[config.mk]
export PLATFORM = sky130hd
export DESIGN_NAME = au_header_section_parser_top
export DESIGN_NICKNAME = d
export VERILOG_FILES = /design/src/rtl/ahsp_pkg.sv /design/src/rtl/ahsp_ram.sv /design/src/rtl/au_header_section_parser_top.sv
export SDC_FILE = /design/constraint.sdc
export NUM_CORES = 2
export LEC_CHECK = 0
export BUFFER_PORTS_ARGS = -buffer_cell sky130_fd_sc_hd__buf_4
export CORE_UTILIZATION = 35
export CTS_BUF_LIST = sky130_fd_sc_hd__clkbuf_4 sky130_fd_sc_hd__clkbuf_8 sky130_fd_sc_hd__clkbuf_16
export CTS_CLUSTER_DIAMETER = 30
export DETAILED_ROUTE_END_ITERATION = 10
export PLACE_DENSITY = 0.54
export SKIP_CTS_REPAIR_TIMING = 1
export SYNTH_ARGS = -nofsm -noshare
export SYNTH_HDL_FRONTEND = slang
export SYNTH_SLANG_ARGS = --single-unit
[constraint.sdc]
create_clock -name clk -period 28.8 [get_ports clk]
set_clock_uncertainty 0.1 [all_clocks]
set_input_delay 4.32 -clock clk [delete_from_list [all_inputs] [get_ports clk]]
set_output_delay 4.32 -clock clk [all_outputs]
set_load 0.05 [all_outputs]
[src/rtl/ahsp_pkg.sv]
`timescale 1ns / 1ps
// ----------------------------------------------------------------------------
// ahsp_pkg
// Types and constants shared by the AU header section parser.
// ----------------------------------------------------------------------------
package ahsp_pkg;

	typedef struct packed {
		logic [7:0]  data_byte;
		logic        first_byte;
		logic        last_byte;
		logic [31:0] packet_timestamp;
		logic [15:0] packet_length;
	} ahsp_in_t;

	typedef struct packed {
		logic [15:0] au_length;
		logic [15:0] au_offset;
		logic [31:0] au_timestamp;
		logic        fragmented;
		logic        last_of_packet;
		logic [2:0]  status;
	} ahsp_out_t;

	localparam logic [2:0] ST_OK        = 3'd0;
	localparam logic [2:0] ST_EMPTY     = 3'd1;
	localparam logic [2:0] ST_SHORT     = 3'd2;
	localparam logic [2:0] ST_ZERO_AU   = 3'd3;
	localparam logic [2:0] ST_TRUNCATED = 3'd4;
	localparam logic [2:0] ST_OVERFLOW  = 3'd5;

	localparam logic [2:0] REG_SIZE_BITS   = 3'd0;
	localparam logic [2:0] REG_INDEX_BITS  = 3'd1;
	localparam logic [2:0] REG_IDELTA_BITS = 3'd2;
	localparam logic [2:0] REG_CTS_BITS    = 3'd3;
	localparam logic [2:0] REG_DTS_BITS    = 3'd4;
	localparam logic [2:0] REG_AUX_BITS    = 3'd5;
	localparam logic [2:0] REG_TS_INC      = 3'd6;

	localparam int CFG_W    = 16;
	localparam int MAX_FLD  = 16;
	localparam int ENTRY_W  = 64;

	function automatic logic [4:0] wclamp(input logic [4:0] w);
		return (w > 5'(MAX_FLD)) ? 5'(MAX_FLD) : w;
	endfunction

endpackage

[src/rtl/ahsp_ram.sv]
`timescale 1ns / 1ps
// ----------------------------------------------------------------------------
// ahsp_ram
// Generic single-write, single-read RAM with registered read data.
// ----------------------------------------------------------------------------
module ahsp_ram #(
	parameter int WIDTH  = 64,
	parameter int DEPTH  = 16,
	parameter int ADDR_W = (DEPTH > 1) ? $clog2(DEPTH) : 1
) (
	input  logic              clk,
	input  logic              we,
	input  logic [ADDR_W-1:0] waddr,
	input  logic [WIDTH-1:0]  wdata,
	input  logic              re,
	input  logic [ADDR_W-1:0] raddr,
	output logic [WIDTH-1:0]  rdata
);

	logic [WIDTH-1:0] mem [DEPTH];

	always_ff @(posedge clk) begin
		if (we) begin
			mem[waddr] <= wdata;
		end
		if (re) begin
			rdata <= mem[raddr];
		end
	end

endmodule

[src/rtl/au_header_section_parser_top.sv]
`timescale 1ns / 1ps
// ----------------------------------------------------------------------------
// au_header_section_parser_top
// RFC 3640 AU header section parser: one payload byte per transfer in,
// one access unit descriptor or one status result per transfer out.
// ----------------------------------------------------------------------------
// Every accepted byte passes through FIN before the next byte is taken. A
// byte that reaches the AU header field walk first passes through PARSE, one
// step of the walk (one field extracted or one flag decision) per cycle.
// Parsed descriptors are written to a MAX_AUS deep RAM; after the last byte
// of a packet they are read back through its single read port, each through
// EMIT_RD and EMIT_WR, during which no byte is taken. Status results load
// in FIN. The output register lets a byte be taken while a result still waits.
module au_header_section_parser_top #(
	parameter int MAX_AUS = 16
) (
	input  logic                clk,
	input  logic                arst_n,
	input  logic                in_valid,
	output logic                in_ready,
	input  ahsp_pkg::ahsp_in_t  in_data,
	output logic                out_valid,
	input  logic                out_ready,
	output ahsp_pkg::ahsp_out_t out_data,
	input  logic                cfg_we,
	input  logic [2:0]          cfg_addr,
	input  logic [ahsp_pkg::CFG_W-1:0] cfg_wdata
);
	import ahsp_pkg::*;

	localparam int AW = (MAX_AUS > 1) ? $clog2(MAX_AUS) : 1;
	localparam int CW = $clog2(MAX_AUS + 1);

	typedef enum logic [4:0] {
		C_IDLE    = 5'b00001,
		C_PARSE   = 5'b00010,
		C_FIN     = 5'b00100,
		C_EMIT_RD = 5'b01000,
		C_EMIT_WR = 5'b10000
	} ctl_t;

	typedef enum logic [5:0] {
		P_IDLE    = 6'b000001,
		P_LEN_LO  = 6'b000010,
		P_HEADER  = 6'b000100,
		P_AUX     = 6'b001000,
		P_PAYLOAD = 6'b010000,
		P_DISCARD = 6'b100000
	} phase_t;

	typedef enum logic [7:0] {
		F_SIZE = 8'b00000001,
		F_IDX  = 8'b00000010,
		F_CTSF = 8'b00000100,
		F_CTSD = 8'b00001000,
		F_DTSF = 8'b00010000,
		F_DTSD = 8'b00100000,
		F_NEXT = 8'b01000000,
		F_DONE = 8'b10000000
	} fsel_t;

	// configuration
	logic [4:0]  size_bits_q, cts_bits_q, dts_bits_q, aux_bits_q;
	logic [3:0]  index_bits_q, idelta_bits_q;
	logic [15:0] ts_inc_q;

	// parser state
	ctl_t        ctl_q;
	phase_t      phase_q;
	fsel_t       fsel_q;
	logic        from_header_q;
	logic        last_q;
	logic [15:0] hdr_total_q, hdr_used_q, accum_q, run_off_q, held_len_q;
	logic [15:0] bytes_q, dstart_q;
	logic [23:0] sr_q;
	logic [4:0]  sr_bits_q;
	logic [31:0] run_ts_q;
	logic [CW-1:0] au_count_q, emit_k_q;
	logic [2:0]  err_q;
	logic        frag_q;

	// output register
	logic        out_valid_q;
	ahsp_out_t   out_q;

	// combinational
	logic [4:0]  sb_w, cts_w, dts_w, aux_w, fw, shamt;
	logic [1:0]  flags;
	logic [5:0]  minf, need;
	logic [15:0] hdr_bytes, hdr_new, v, mask, first_len_lim;
	logic [16:0] used_plus;
	logic        over_h, short_sr, in_fire, out_free, exit_loop, step_fld;
	logic        out_load;
	logic [23:0] shifted;
	logic [16:0] inc_mul;
	logic [32:0] prod;
	logic [31:0] new_ts;
	logic [17:0] frag_sum;
	logic        frag_cond;
	logic [23:0] aux_sr;
	logic [4:0]  aux_shamt;
	logic [1:0]  aux_nb;
	logic [15:0] aux_val, aux_mask, aux_dstart;
	logic [23:0] aux_shifted;
	logic [17:0] aux_sum;
	logic [2:0]  fin_st;
	logic        ram_we, ram_re;
	logic [ENTRY_W-1:0] ram_wdata, ram_rdata;

	assign sb_w  = wclamp(size_bits_q);
	assign cts_w = wclamp(cts_bits_q);
	assign dts_w = wclamp(dts_bits_q);
	assign aux_w = wclamp(aux_bits_q);
	assign flags = 2'(cts_bits_q != 5'd0) + 2'(dts_bits_q != 5'd0);
	assign minf  = 6'(sb_w) + 6'(index_bits_q) + 6'(flags);
	assign need  = 6'(sb_w) + 6'(idelta_bits_q) + 6'(flags);
	assign hdr_bytes = 16'((17'(hdr_total_q) + 17'd7) >> 3);
	assign hdr_new   = {accum_q[7:0], in_data.data_byte};

	assign in_fire  = in_valid && in_ready;
	assign in_ready = (ctl_q == C_IDLE);
	assign out_free = !out_valid_q || out_ready;

	// field walk
	always_comb begin
		unique case (fsel_q)
			F_SIZE:  fw = sb_w;
			F_IDX:   fw = (au_count_q == '0) ? 5'(index_bits_q) : 5'(idelta_bits_q);
			F_CTSF:  fw = 5'd1;
			F_CTSD:  fw = cts_w;
			F_DTSF:  fw = 5'd1;
			F_DTSD:  fw = dts_w;
			default: fw = 5'd0;
		endcase
	end

	assign used_plus = 17'(hdr_used_q) + 17'(fw);
	assign over_h    = used_plus > 17'(hdr_total_q);
	assign short_sr  = fw > sr_bits_q;
	assign shamt     = sr_bits_q - fw;
	assign shifted   = sr_q >> shamt;
	assign mask      = 16'((17'd1 << fw) - 17'd1);
	assign v         = shifted[15:0] & mask;

	assign inc_mul   = 17'(v) + 17'd1;
	assign prod      = 33'(ts_inc_q) * 33'(inc_mul);
	assign new_ts    = (au_count_q == '0) ? run_ts_q : run_ts_q + prod[31:0];
	assign first_len_lim = held_len_q;
	assign frag_sum  = 18'(accum_q) + 18'd2 + 18'((6'(sb_w) + 6'd7) >> 3);
	assign frag_cond = frag_sum > 18'(first_len_lim);

	assign step_fld = !(fsel_q == F_DONE || err_q != ST_OK)
		&& !(fsel_q == F_CTSF && cts_bits_q == 5'd0)
		&& !(fsel_q == F_DTSF && dts_bits_q == 5'd0)
		&& (fsel_q != F_NEXT) && !over_h && !short_sr;
	assign exit_loop = (fsel_q == F_DONE) || (err_q != ST_OK)
		|| (!(fsel_q == F_CTSF && cts_bits_q == 5'd0)
		&& !(fsel_q == F_DTSF && dts_bits_q == 5'd0)
		&& (fsel_q != F_NEXT) && !over_h && short_sr);

	assign ram_we = (ctl_q == C_PARSE) && step_fld && (fsel_q == F_IDX)
		&& !((au_count_q == '0) && (accum_q == 16'd0))
		&& !((au_count_q != '0) && (au_count_q >= CW'(MAX_AUS)));
	assign ram_wdata = {accum_q, run_off_q, new_ts};
	assign ram_re = (ctl_q == C_EMIT_RD);

	// aux size field
	assign aux_sr      = {sr_q[15:0], in_data.data_byte};
	assign aux_nb      = 2'((6'(aux_w) + 6'd7) >> 3);
	assign aux_shamt   = 5'({aux_nb, 3'b000}) - aux_w;
	assign aux_shifted = aux_sr >> aux_shamt;
	assign aux_mask    = 16'((17'd1 << aux_w) - 17'd1);
	assign aux_val     = aux_shifted[15:0] & aux_mask;
	assign aux_sum     = 18'(aux_w) + 18'(aux_val) + 18'd7;
	assign aux_dstart  = 16'd2 + hdr_bytes + 16'(aux_sum >> 3);

	always_comb begin
		fin_st = err_q;
		if (err_q == ST_OK && (phase_q != P_PAYLOAD || au_count_q == '0)) begin
			fin_st = ST_TRUNCATED;
		end
	end

	assign out_load = out_free && (((ctl_q == C_FIN) && last_q && (phase_q != P_IDLE)
		&& (fin_st != ST_OK)) || (ctl_q == C_EMIT_WR));

	ahsp_ram #(
		.WIDTH (ENTRY_W),
		.DEPTH (MAX_AUS),
		.ADDR_W(AW)
	) u_au_ram (
		.clk  (clk),
		.we   (ram_we),
		.waddr(au_count_q[AW-1:0]),
		.wdata(ram_wdata),
		.re   (ram_re),
		.raddr(emit_k_q[AW-1:0]),
		.rdata(ram_rdata)
	);

	always_ff @(posedge clk or negedge arst_n) begin
		if (!arst_n) begin
			size_bits_q   <= 5'd13;
			index_bits_q  <= 4'd3;
			idelta_bits_q <= 4'd3;
			cts_bits_q    <= 5'd0;
			dts_bits_q    <= 5'd0;
			aux_bits_q    <= 5'd0;
			ts_inc_q      <= 16'd1024;
		end else if (cfg_we) begin
			unique case (cfg_addr)
				REG_SIZE_BITS:   size_bits_q   <= cfg_wdata[4:0];
				REG_INDEX_BITS:  index_bits_q  <= cfg_wdata[3:0];
				REG_IDELTA_BITS: idelta_bits_q <= cfg_wdata[3:0];
				REG_CTS_BITS:    cts_bits_q    <= cfg_wdata[4:0];
				REG_DTS_BITS:    dts_bits_q    <= cfg_wdata[4:0];
				REG_AUX_BITS:    aux_bits_q    <= cfg_wdata[4:0];
				REG_TS_INC:      ts_inc_q      <= cfg_wdata;
				default: ;
			endcase
		end
	end

	always_ff @(posedge clk or negedge arst_n) begin
		if (!arst_n) begin
			ctl_q         <= C_IDLE;
			phase_q       <= P_IDLE;
			fsel_q        <= F_SIZE;
			from_header_q <= 1'b0;
			last_q        <= 1'b0;
			hdr_total_q   <= '0;
			hdr_used_q    <= '0;
			accum_q       <= '0;
			run_off_q     <= '0;
			held_len_q    <= '0;
			bytes_q       <= '0;
			dstart_q      <= '0;
			sr_q          <= '0;
			sr_bits_q     <= '0;
			run_ts_q      <= '0;
			au_count_q    <= '0;
			emit_k_q      <= '0;
			err_q         <= ST_OK;
			frag_q        <= 1'b0;
			out_valid_q   <= 1'b0;
			out_q         <= '0;
		end else begin
			if (out_load) begin
				out_valid_q <= 1'b1;
			end else if (out_ready) begin
				out_valid_q <= 1'b0;
			end
			unique case (ctl_q)
				C_IDLE: begin
					if (in_fire) begin
						last_q <= in_data.last_byte;
						ctl_q  <= C_FIN;
						if (in_data.first_byte) begin
							held_len_q  <= in_data.packet_length;
							run_ts_q    <= in_data.packet_timestamp;
							hdr_total_q <= '0;
							hdr_used_q  <= '0;
							sr_q        <= '0;
							sr_bits_q   <= '0;
							run_off_q   <= '0;
							au_count_q  <= '0;
							frag_q      <= 1'b0;
							bytes_q     <= '0;
							dstart_q    <= '0;
							fsel_q      <= F_SIZE;
							accum_q     <= {8'd0, in_data.data_byte};
							if (in_data.packet_length == 16'd0) begin
								err_q   <= ST_EMPTY;
								phase_q <= P_DISCARD;
							end else begin
								err_q   <= ST_OK;
								phase_q <= P_LEN_LO;
							end
						end else begin
							unique case (phase_q)
								P_LEN_LO: begin
									hdr_total_q <= hdr_new;
									accum_q     <= '0;
									if (hdr_new < 16'(minf)) begin
										err_q   <= ST_SHORT;
										phase_q <= P_DISCARD;
									end else begin
										from_header_q <= 1'b0;
										ctl_q         <= C_PARSE;
									end
								end
								P_HEADER: begin
									if (fsel_q != F_DONE) begin
										sr_q      <= {sr_q[15:0], in_data.data_byte};
										sr_bits_q <= sr_bits_q + 5'd8;
									end
									bytes_q       <= bytes_q + 16'd1;
									from_header_q <= 1'b1;
									ctl_q         <= C_PARSE;
								end
								P_AUX: begin
									sr_q    <= aux_sr;
									bytes_q <= bytes_q + 16'd1;
									if (bytes_q + 16'd1 >= 16'(aux_nb)) begin
										dstart_q <= aux_dstart;
										phase_q  <= P_PAYLOAD;
									end
								end
								default: ;
							endcase
						end
					end
				end
				C_PARSE: begin
					if (exit_loop) begin
						ctl_q <= C_FIN;
						if (err_q != ST_OK) begin
							phase_q <= P_DISCARD;
						end else if ((!from_header_q && hdr_total_q == 16'd0)
							|| (from_header_q && bytes_q >= hdr_bytes)) begin
							bytes_q <= '0;
							sr_q    <= '0;
							if (aux_w != 5'd0) begin
								phase_q <= P_AUX;
							end else begin
								dstart_q <= 16'd2 + hdr_bytes;
								phase_q  <= P_PAYLOAD;
							end
						end else if (!from_header_q) begin
							phase_q <= P_HEADER;
						end
					end else if (fsel_q == F_CTSF && cts_bits_q == 5'd0) begin
						fsel_q <= F_DTSF;
					end else if (fsel_q == F_DTSF && dts_bits_q == 5'd0) begin
						fsel_q <= F_NEXT;
					end else if (fsel_q == F_NEXT) begin
						fsel_q <= (hdr_total_q - hdr_used_q >= 16'(need)) ? F_SIZE : F_DONE;
					end else if (over_h) begin
						fsel_q <= F_DONE;
					end else begin
						sr_bits_q  <= sr_bits_q - fw;
						hdr_used_q <= used_plus[15:0];
						unique case (fsel_q)
							F_SIZE: begin
								accum_q <= v;
								fsel_q  <= F_IDX;
							end
							F_IDX: begin
								if (au_count_q == '0 && accum_q == 16'd0) begin
									err_q <= ST_ZERO_AU;
								end else if (au_count_q != '0
									&& au_count_q >= CW'(MAX_AUS)) begin
									err_q <= ST_OVERFLOW;
								end else begin
									run_ts_q   <= new_ts;
									run_off_q  <= run_off_q + accum_q;
									au_count_q <= au_count_q + CW'(1);
									if (au_count_q == '0 && frag_cond) begin
										frag_q <= 1'b1;
										fsel_q <= F_DONE;
									end else begin
										fsel_q <= F_CTSF;
									end
								end
							end
							F_CTSF:  fsel_q <= v[0] ? F_CTSD : F_DTSF;
							F_CTSD:  fsel_q <= F_DTSF;
							F_DTSF:  fsel_q <= v[0] ? F_DTSD : F_NEXT;
							default: fsel_q <= F_NEXT;
						endcase
					end
				end
				C_FIN: begin
					if (last_q && phase_q != P_IDLE) begin
						if (fin_st != ST_OK) begin
							if (out_free) begin
								out_q   <= {16'd0, 16'd0, 32'd0, 1'b0, 1'b1, fin_st};
								phase_q <= P_IDLE;
								ctl_q   <= C_IDLE;
							end
						end else begin
							phase_q  <= P_IDLE;
							emit_k_q <= '0;
							ctl_q    <= C_EMIT_RD;
						end
					end else begin
						ctl_q <= C_IDLE;
					end
				end
				C_EMIT_RD: begin
					ctl_q <= C_EMIT_WR;
				end
				C_EMIT_WR: begin
					if (out_free) begin
						out_q.au_length      <= ram_rdata[63:48];
						out_q.au_offset      <= ram_rdata[47:32] + dstart_q;
						out_q.au_timestamp   <= ram_rdata[31:0];
						out_q.fragmented     <= (emit_k_q == '0) && frag_q;
						out_q.last_of_packet <= (emit_k_q + CW'(1) == au_count_q);
						out_q.status         <= ST_OK;
						emit_k_q             <= emit_k_q + CW'(1);
						ctl_q <= (emit_k_q + CW'(1) == au_count_q) ? C_IDLE : C_EMIT_RD;
					end
				end
				default: ctl_q <= C_IDLE;
			endcase
		end
	end

	assign out_valid = out_valid_q;
	assign out_data  = out_q;

	a_count_bound: assert property (@(posedge clk) disable iff (!arst_n)
		au_count_q <= CW'(MAX_AUS))
		else $error("descriptor count above capacity");

	a_we_in_parse: assert property (@(posedge clk) disable iff (!arst_n)
		ram_we |-> (ctl_q == C_PARSE) && (err_q == ST_OK))
		else $error("descriptor write outside field walk");

	a_emit_range: assert property (@(posedge clk) disable iff (!arst_n)
		(ctl_q == C_EMIT_RD || ctl_q == C_EMIT_WR) |-> emit_k_q < au_count_q)
		else $error("readout index past descriptor count");

	a_sr_bound: assert property (@(posedge clk) disable iff (!arst_n)
		sr_bits_q <= 5'd24)
		else $error("bit buffer overfilled");

	a_emit_idle_phase: assert property (@(posedge clk) disable iff (!arst_n)
		(ctl_q == C_EMIT_RD) |-> phase_q == P_IDLE)
		else $error("readout while packet still open");

endmodule

==> results.txt <==
Status: complete, no violations
HP Class: reg -> reg
Synth Instances: 5,888
Root Driver: clkbuf_16
Global-route wire length before repair: 330,700 um
Synth cell types: 106
Most common cell after layout, fill and taps aside: edfxtp_1
Crit path from: au_count_q[0]$_DFFE_PN0P_
Nets@finish: 6,833
Gpl congestion: 0.8681
# IOs: 153
Slowest cell on the critical path: a21oi_1
RSZ-0062 raised after global routing: false
Fmax: 72.14 MHz
Total track usage: 20.30%
Worst Setup Path Type: reg -> reg
Via/cell ratio: 5.320
Vias after detailed routing: 49,610
Compound-Gate Fraction of Synth Area: 9.335%
Number of synthesized flops with an enable pin: 1,088
1st-iter DRT viols: 4,185
Final Critical Period: 13.86 ns
Post-synthesis area per instance: 12.79 sq um
Mapped Area: 75,320 sq um
MaxCap Viol Count: 0
DRC: 0
Dominant combinational cell family by area after synthesis: adder cells
Die area: 217,000 sq um
Die Span X: 465.9 um
CTS buffer count: 341
#FFs+latches synth: 1,410
Worst endpoint required time: 29.21 ns
Finished Cell Area: 91,790 sq um
Starting Density: 35.37%
Vias in the first global route: 50,460
CP endpoint: u_au_ram.mem[11][31]$_DFFE_PP_
Area grow syn2layout: 21.88%
Reg2Reg Capture Point: u_au_ram.mem[11][31]$_DFFE_PP_
Site row count: 169
Xor-xnor portion of the synthesized cell area: 1.972%
Slew Viols, Final: 0
Dpl hpwl: 139,600 um
Slew HR: 17.47%
Final Hold Fails: 0
IO buf count: 152
Setup tns final: 0 ns
Setup crit end kind: flip-flop
R2R Path Start: au_count_q[0]$_DFFE_PN0P_
Share of cells above drive strength 1: 19.33%
Prevailing post-synth register cell: edfxtp_1
Clk buf depth: 4
Crit path launch type: flip-flop
Most frequent cells in the layout: edfxtp_1 (1,088), nand2_1 (527), inv_1 (465)
Synth Net Count: 6,491
Routed length per instance: 23.80 um
Ys async rst share: 22.84%
Dpl cell area: 80,040 sq um
Post-Synth Simple-Gate Area: 8.853%
CTS tree: built
Slew at the pin closest to its max-slew limit: 1.230 ns
Ys Warns: 0
Gr ovfl total: 0
Antenna viol nets, final: 0
Finish-stage setup viols: 0
Synth Area in Adders: 11.17%
Clk sinks: 1,410
Flop2flop setup slack: 14.94 ns
Critical path fanouts, max: 21
Pin count of the biggest net entering global routing: 75
Clock latency on the worst-skew pair: 0.95 ns
Clock transition at the registers of the reported paths: 0.05 ns
Routed WL: 221,900 um
Initial antenna violation count: 10
Slowest Stage Delay on Critical Path: 0.79 ns
Core region area: 212,900 sq um
Reg2Reg Depth: 42
Die height: 465.9 um
Register area share after synthesis: 54.10%
Worst Path Arrival: 14.27 ns
Post-synthesis mux area share: 10.74%
H-tree levels: 5
First drt pass iteration count: 6
Final worst path period share: 48.13%
==> cell usage after synthesis (all sizes together) (33+ instances only) <==
master | n | area, sq um
ha | 270 | 3378
mux2i | 270 | 2703
inv | 469 | 1760
a21oi | 211 | 1060
nand2 | 528 | 1982
xor2 | 62 | 558.0
nand3 | 109 | 545.5
and2 | 119 | 745.7
a21o | 53 | 397.9
mux2 | 150 | 1693
xnor2 | 105 | 927.1
clkbuf | 213 | 800.8
a22o | 68 | 604.3
dfrtp | 311 | 7782
nand2b | 55 | 344.1
a221oi | 70 | 630.6
nor3 | 80 | 415.4
buf | 68 | 310.3
edfxtp | 1088 | 32670
o21ai | 354 | 1772
a22oi | 72 | 540.5
fa | 251 | 5025
nor2b | 78 | 488.0
o31ai | 44 | 335.3
nor4 | 33 | 265.3
mux4 | 164 | 3694
nor2 | 217 | 822.0
==> flip-flops by register name (all words and copies together), names as in the netlist, 8 cells and up <==
name	cells
first_len_lim	16
accum_q	16
hdr_total_q	16
sr_q	24
run_ts_q	32
u_au_ram.rdata	64
out_data	69
hdr_used_q	16
bytes_q	16
fsel_q	8
u_au_ram.mem	1024
dstart_q	16
ts_inc_q	16
run_off_q	16
==> per-layer routing <==
| metal | global-route usage (%) | up-vias | routed length (um) |
|---|---|---|---|
| met2 | 31.84 | 1532 | 101400 |
| met1 | 28.63 | 25220 | 102100 |
| li1 | - | 22450 | - |
| met4 | 7.096 | 4 | 7085 |
| met3 | 2.986 | 402 | 11390 |
| met5 | 0 | - | 25 |
==> critical path, delay by kind of cell, from the launching register on <==
| family | cells | cell delay, ns |
|---|---|---|
| AO/OA/AOI/OAI | 14 | 4.69 |
| XOR/XNOR | 1 | 0.62 |
| adder cells (fa/ha/maj) | 10 | 4.10 |
| buffers and inverters | 6 | 0.51 |
| flip-flops | 1 | 0.47 |
| multiplexers | 1 | 0.18 |
| AND/OR/NAND/NOR | 10 | 2.79 |
==> through the flow <==
step | hold slack (ns) | setup WS, ns | utilization [%] | std cells
2_1_floorplan | 0.3463 | 17.13 | - | 5888
3_3_place_gp | 0.3546 | 15.21 | 37.59 | 8706
3_5_place_dp | 0.3599 | 14.90 | 37.59 | 8706
4_1_cts | 0.3626 | 14.84 | 43.09 | 9318
5_1_grt | 0.3817 | 13.97 | 43.10 | 9320
6_report | 0.3642 | 14.94 | 43.11 | 9324
==> cells by family after synthesis <==
family | count (synthesis)
simple gates | 1368
fa+ha+maj | 522
mux | 584
compound gates | 1084
other cells | 1
xor+xnor | 167
flops | 1410
buf+inv | 752
==> area by class of cell <==
class	instances	area (sq um)
Inverter	470	1767
Sequential cell	1410	40760
Multi-Input combinational cell	3726	31880
Clock inverter	212	2559
Antenna cell	4	10.01
Fill cell	19340	121100
Timing Repair Buffer	281	2127
Clock buffer	400	9159
Tap cell	2821	3530
==> worst min-delay path by stage <==
stage / from / end / depth (start not counted)
2_1_floorplan: last_q$_DFFE_PN0P_ / last_q$_DFFE_PN0P_ / 2
3_3_place_gp: u_au_ram.rdata[53]$_DFFE_PP_ / out_data[58]$_DFFE_PN0P_ / 1
3_5_place_dp: u_au_ram.rdata[55]$_DFFE_PP_ / out_data[60]$_DFFE_PN0P_ / 1
4_1_cts: u_au_ram.rdata[13]$_DFFE_PP_ / out_data[18]$_DFFE_PN0P_ / 1
5_1_grt: u_au_ram.rdata[15]$_DFFE_PP_ / out_data[20]$_DFFE_PN0P_ / 1
6_report: u_au_ram.rdata[13]$_DFFE_PP_ / out_data[18]$_DFFE_PN0P_ / 1
Power is left out: the tool's default activity adds up to more than one toggle a clock period on the data nets, which glitch-free logic cannot reach.
